[src/rtl/binary_semaphore_wait_queue_unit_core_macros.svh]
// Assertion macros for the semaphore unit's RTL files.
// No dependencies; included by bswq_back, the file that carries assertions.
`ifndef BINARY_SEMAPHORE_WAIT_QUEUE_UNIT_CORE_MACROS_SVH
`define BINARY_SEMAPHORE_WAIT_QUEUE_UNIT_CORE_MACROS_SVH
`ifndef SYNTHESIS
// Checked on every clock edge outside reset.
`define BSWQ_ASSERT(lbl, clk, rstn, prop, msg) \
    lbl: assert property (@(posedge clk) disable iff (!rstn) prop) \
        else $error(msg);
// Checked on every clock edge, reset included.
`define BSWQ_ASSERT_ALWAYS(lbl, clk, prop, msg) \
    lbl: assert property (@(posedge clk) prop) else $error(msg);
`else
`define BSWQ_ASSERT(lbl, clk, rstn, prop, msg)
`define BSWQ_ASSERT_ALWAYS(lbl, clk, prop, msg)
`endif
`endif

[src/rtl/bswq_pkg.sv]
// Types and constants of the binary semaphore wait queue unit.
// No dependencies; used by the front, back and top level modules.
package bswq_pkg;

    localparam int OP_W        = 2;
    localparam int SEM_W       = 7;
    localparam int PID_W       = 8;
    localparam int SEM_SPACE   = 1 << SEM_W;
    localparam int IN_TDATA_W  = 24;
    localparam int OUT_TDATA_W = 16;

    typedef enum logic [OP_W-1:0] {
        OP_ACQUIRE = 2'd0,
        OP_RELEASE = 2'd1,
        OP_INIT    = 2'd2,
        OP_RSVD    = 2'd3
    } t_op;

    typedef enum logic [3:0] {
        ST_GRANTED       = 4'd0,
        ST_BLOCKED       = 4'd1,
        ST_FREED         = 4'd2,
        ST_HANDOFF       = 4'd3,
        ST_INIT          = 4'd4,
        ST_BAD_INDEX     = 4'd5,
        ST_NOT_HELD      = 4'd6,
        ST_OTHER_OWNER   = 4'd7,
        ST_OWNER_MISSING = 4'd8,
        ST_QUEUE_FULL    = 4'd9
    } t_status;

    // Request as it leaves the front end, already screened for bad index or reserved operation.
    typedef struct packed {
        t_op              op;
        logic [SEM_W-1:0] sem;
        logic [PID_W-1:0] pid;
        logic             val;
        logic             bad;
    } t_req;

    // Result beat, status in the lowest bits.
    typedef struct packed {
        logic [PID_W-1:0] woken_pid;
        logic             woken_valid;
        t_status          status;
    } t_result;

    typedef enum logic [2:0] {
        S_IDLE = 3'b001,
        S_EXEC = 3'b010,
        S_WAKE = 3'b100
    } t_bstate;

endpackage

[src/rtl/bswq_front.sv]
// Front end: accepts request beats, flags bad ones and buffers them.
// Depends on bswq_pkg.
module bswq_front #(
    parameter int NUM_SEMAPHORES = 128
) (
    input  logic                               i_clk,
    input  logic                               i_rst_n,
    input  logic                               i_s_tvalid,
    output logic                               o_s_tready,
    input  logic [bswq_pkg::IN_TDATA_W-1:0]    i_s_tdata,
    output logic                               o_req_valid,
    output bswq_pkg::t_req                     o_req,
    input  logic                               i_req_pop
);

    bswq_pkg::t_req r_buf [2];
    bswq_pkg::t_req in_req;
    logic           r_wp, n_wp;
    logic           r_rp, n_rp;
    logic [1:0]     r_cnt, n_cnt;
    logic           push;
    logic           pop;

    always_comb begin
        in_req.op  = bswq_pkg::t_op'(i_s_tdata[1:0]);
        in_req.sem = i_s_tdata[8:2];
        in_req.pid = i_s_tdata[16:9];
        in_req.val = i_s_tdata[17];
        // The unused operation code is reported the same way as a bad index.
        in_req.bad = (in_req.op == bswq_pkg::OP_RSVD)
                     || (int'(in_req.sem) >= NUM_SEMAPHORES);
    end

    assign o_s_tready  = (r_cnt != 2'd2);
    assign o_req_valid = (r_cnt != 2'd0);
    assign o_req       = r_buf[r_rp];
    assign push        = i_s_tvalid && o_s_tready;
    assign pop         = i_req_pop && o_req_valid;

    always_comb begin
        n_wp  = push ? ~r_wp : r_wp;
        n_rp  = pop ? ~r_rp : r_rp;
        n_cnt = r_cnt + 2'(push) - 2'(pop);
    end

    always_ff @(posedge i_clk) begin
        if (push) begin
            r_buf[r_wp] <= in_req;
        end
    end

    always_ff @(posedge i_clk) begin
        if (!i_rst_n) begin
            r_wp  <= 1'b0;
            r_rp  <= 1'b0;
            r_cnt <= 2'd0;
        end else begin
            r_wp  <= n_wp;
            r_rp  <= n_rp;
            r_cnt <= n_cnt;
        end
    end

endmodule

[config.mk]
export PLATFORM = sky130hd
export DESIGN_NAME = bswq_front
export DESIGN_NICKNAME = d
export VERILOG_FILES = /design/src/rtl/binary_semaphore_wait_queue_unit_core_macros.svh /design/src/rtl/bswq_pkg.sv /design/src/rtl/bswq_front.sv
export SDC_FILE = /design/constraint.sdc
export NUM_CORES = 1
export LEC_CHECK = 0
export ABC_AREA = 0
export BUFFER_PORTS_ARGS = -buffer_cell sky130_fd_sc_hd__clkbuf_2
export CAP_MARGIN = 20
export CELL_PAD_IN_SITES_DETAIL_PLACEMENT = 0
export CELL_PAD_IN_SITES_GLOBAL_PLACEMENT = 1
export CORE_ASPECT_RATIO = 0.5
export CORE_MARGIN = 2
export CORE_UTILIZATION = 45
export DETAILED_ROUTE_END_ITERATION = 6
export PLACE_DENSITY_LB_ADDON = 0.08
export SYNTH_ARGS = -nofsm -noshare
export SYNTH_HDL_FRONTEND = slang
export SYNTH_SLANG_ARGS = --single-unit
[constraint.sdc]
create_clock -name i_clk -period 2.67 [get_ports i_clk]
set_input_delay 0.4005 -clock i_clk [delete_from_list [all_inputs] [get_ports i_clk]]
set_output_delay 0.4005 -clock i_clk [all_outputs]
set_load 0.05 [all_outputs]
# Word-level counts from Yosys, hierarchy flattened
# Memory sizes are Yosys's and may differ from the RTL's. A register that Yosys moved wholly into a read port is not among the register bits.
# Index checks and enable logic that the tools add are counted.
# totals
output_inout_bits	21
wordCells	17
memories	1
regBits	4
mem_bits_rw	38
# op_classes
add_sub_neg	2
mux	4
reduce_logical	3
eq_ne	2
n_bitwise	2
# mem_list
name	words	width	rd	rd_clocked_by_memory_dff	wr	line	source
r_buf	2	19	1	1	1	bswq_front.sv:16	bswq_pkg::t_req r_buf [2];
# ops
cell	n
2-to-1 mux 1 bit	4
adder 2 x 1 -> 2 bit	1
equality test 2 bit, second input constant	1
logical AND 1 bit	2
inequality test 2 bit, second input constant	1
NOT 1 bit	2
nonzero test 2 bit	1
subtractor 2 x 1 -> 2 bit	1

# Depth between registers and ports, before layout
# depth
word_depth	4
depth_mapped	8

# Worst setup path after synthesis
# Ideal clock, no wire load.
# synth_path
kind	register to register
start	register r_cnt[0]
end	memory r_buf[0][0] (netlist bit), enable pin
setup_ns	0.395
setup_slack_ns	0.427
stages_incl_launch_ff	4
required_time_ns	2.275
n_path_buf	0
t_arrival_ns	1.848
path_cell_list	dfxtp_1 > nand2b_1 > nand2_1 > nor2_1
# synth_between
elab_chain_len	4
# synth_rtl
item	line	source
start, declared	bswq_front.sv:20	logic [1:0] r_cnt, n_cnt;
start signal, assigned	bswq_front.sv:60	r_cnt <= n_cnt;
inequality test 2 bit	bswq_front.sv:34	assign o_s_tready = (r_cnt != 2'd2);
via o_s_tready	bswq_front.sv:9	output logic o_s_tready,
logical AND 1 bit	bswq_front.sv:37	assign push = i_s_tvalid && o_s_tready;
2-to-1 mux 1 bit	bswq_front.sv:47	if (push) begin
2-to-1 mux 1 bit (implied by the code)	bswq_front.sv:48	r_buf[r_wp] <= in_req;
end, declared	bswq_front.sv:16	
# The timed path passes the listed nets, and every way through them passes these cells.

==> impl_metrics.env <==
export IMPL_status="complete, no violations"
export IMPL_synth_top_area_share_pct=68.52
export IMPL_grt_pass1_vias=819
export IMPL_dp_hpwl_um=1732
export IMPL_cts_tree="done"
export IMPL_wl_um=2409
export IMPL_drt_first_pass_iters=4
export IMPL_timing_rr_end="r_cnt[1]$_SDFF_PN0_"
export IMPL_die_x_um=90.03
export IMPL_place_gp_congestion=0.6392
export IMPL_cts_root_buffer="clkbuf_8"
export IMPL_slowest_delay_ps=420
export IMPL_ys_ff_latch=43
export IMPL_rsz0062_at_grt="false"
export IMPL_ctsResizeCount=0
export IMPL_arrival_ps=1630
export IMPL_grt_first_pass_wirelength_um=3953
export IMPL_crit_slowest_cell="dfxtp_1"
export IMPL_drc=0
export IMPL_avgRoutedWirePerCell_um=12.95
export IMPL_cts_sinks=43
export IMPL_yosys_area_share_simple_pct=4.057
export IMPL_synth_xor_area_share_pct=1.578
export IMPL_min_path_type="input port to flip-flop"
export IMPL_muxShareOfSynthArea_pct=15.70
export IMPL_synth_compound_area_share_pct=0.5259
export IMPL_drtIter0Drc=41
export IMPL_finalSetupViolCount=0
export IMPL_ys_seq_area_share_pct=74.53
export IMPL_ant_nets=0
export IMPL_max_cap_viol_count=0
export IMPL_period_minus_slack_ps=2028
export IMPL_netlist_area_mm2=0.001665
export IMPL_vias=854
export IMPL_synthAdderAreaFrac_pct=1.503
export IMPL_drive_gt1_share_pct=54.07
export IMPL_syn_nets=114
export IMPL_r2r_setup_slack_ps=1040
export IMPL_grt_max_degree=17
export IMPL_cp_required_ps=2270
export IMPL_path_class="flip-flop to output port"
export IMPL_die_h_um=47.02
export IMPL_postCtsSetupBuffers=0
export IMPL_r2r_start="r_cnt[0]$_SDFF_PN0_"
export IMPL_cts_hold_buf=0
export IMPL_max_freq_mhz=493.2
export IMPL_finalSetupTns_ps=0
export IMPL_worstRegToRegCells=8
export IMPL_crit_chain="buf_4 -> mux2_2 -> clkbuf_2"
export IMPL_post_drt_via_cell_ratio=4.591
export IMPL_synthCells=84
export IMPL_final_common_cell="clkbuf_2"
export IMPL_start_util_pct=47.71
export IMPL_maxSlewViolCount=0
export IMPL_netlist_top_cells_area="edfxtp_1 (69%), mux2_4 (9.0%), mux2_2 (6.1%)"
export IMPL_slew_headroom_pct=81.07
export IMPL_max_slew_worst_pin_slew_ps=285.2
export IMPL_grt_usage_pct=13.04
export IMPL_antenna_found_initial=0
export IMPL_min_path_cells=1
export IMPL_crit_path_max_fanout=16
export IMPL_endpoint_kind="output port"
export IMPL_core_mm2=0.003491
export IMPL_cts_clk_slew_worst_paths_ps=80
export IMPL_syn_to_final_growth_pct=22.46
export IMPL_avgSynthCellArea_um2=19.83
export IMPL_overflow=0
export IMPL_nets=164
export IMPL_cts_max_path_buffers=2
export IMPL_crit_buf_inv=2
export IMPL_cts_buffers=5
export IMPL_yosys_warnings=0
export IMPL_placementRows=15
export IMPL_diodes=0
export IMPL_finalHoldWorstSlack_ps=303.6
export IMPL_die_area_mm2=0.004233
export IMPL_synth_top_family_by_area="multiplexers"
export IMPL_holdPathEnd="r_buf[1][9]$_DFFE_PP_"
export IMPL_portBuffers=42
export IMPL_synth_distinct_cells=18
export IMPL_clk_latency_ps=280
export IMPL_fin_crit_sh_pct=75.95
export IMPL_crit_path_start_kind="flip-flop"
export IMPL_hold_path_startpoint="i_s_tdata[16]"
export IMPL_layout_common_cells="clkbuf_2 (42), edfxtp_1 (38), mux2_4 (10), mux2_2 (9)"
export IMPL_htreeDepth=2
export IMPL_skew_ps=6.992
export IMPL_p_per_area_mw_per_mm2=1070
export IMPL_num_io_pins=49
export IMPL_leakagePower_nw=0.8136
export IMPL_post_route_util_pct=58.42
export IMPL_vdd_drop_max_mv=0.4305
export IMPL_hold_viol_final=0
export IMPL_yosys_area_top_type="edfxtp_1"
export IMPL_path_delay_family="buffers and inverters"
==> logic make-up after synthesis <==
family,count (synthesis)
AO/OA/AOI/OAI,1
XOR/XNOR,3
adder cells (fa/ha/maj),2
buffers and inverters,3
flip-flops,43
multiplexers,20
AND/OR/NAND/NOR,12
==> Yosys cell counts <==
library cell and number:
mux2_2 9, ha_1 2, dfxtp_1 5, mux2_4 10, or2_2 1, nor2_1 1
nand2b_1 2, nand2_1 2, buf_12 1, xnor2_1 3, mux2i_1 1, inv_1 1
and3_1 1, nor2b_1 2, and2_1 3, buf_6 1, o21a_2 1, edfxtp_1 38
==> routing by layer <==
layer / part of all wire, % / routed length (um) / track usage (%)
met1: 44 / 1060 / 15.64
met2: 50 / 1204 / 21.80
met3: 6.0 / 145 / 5.618
met4: 0 / 0 / 5.538
met5: 0 / 0 / 0
==> per-stage QoR <==
step / setup slack [ps] / std cells / instance area (um2) / total power (W)
3_5_place_dp: 907.7 / 178 / 1933 / 0.001735
6_report: 642.2 / 186 / 2039 / 0.002183
2_1_floorplan: 427.0 / 84 / 1665 / 0.001591
4_1_cts: 587.3 / 186 / 2039 / 0.002213
3_3_place_gp: 917.8 / 178 / 1933 / 0.001726
5_1_grt: 531.3 / 186 / 2039 / 0.002298
==> how the worst max path moves through the flow <==
stage,end,slack (ps),depth (start not counted),from
floorplan,r_buf[0][0]$_DFFE_PP_,430,3,r_cnt[0]$_SDFF_PN0_
global placement,o_req[7],920,3,flip-flop
detailed placement,o_req[7],910,3,flip-flop
CTS,o_req[7],590,3,flip-flop
global route,o_req[7],530,3,flip-flop
finish,o_req[7],640,3,flip-flop
==> area by class of cell <==
class,count,area [um2]
fill,298,1451
tap,51,63.81
clock buffer,7,76.32
inverter,1,3.754
multi-input combinational,38,391.6
clock inverter,1,30.03
timing repair buffer,45,232.7
sequential,43,1241
==> report_power, final <==
part	internal (W)	total [W]	switching, W
clock	0.000280	0.000478	0.000198
combinational	0.000266	0.000818	0.000552
sequential	0.000848	0.000887	0.0000389
==> sequential cells by signal (all words and copies together) (netlist names), named ones only <==
name   flops
r_buf     38
r_cnt      2
r_rp       1
r_wp       1
(Power assumes the default switching activity.)
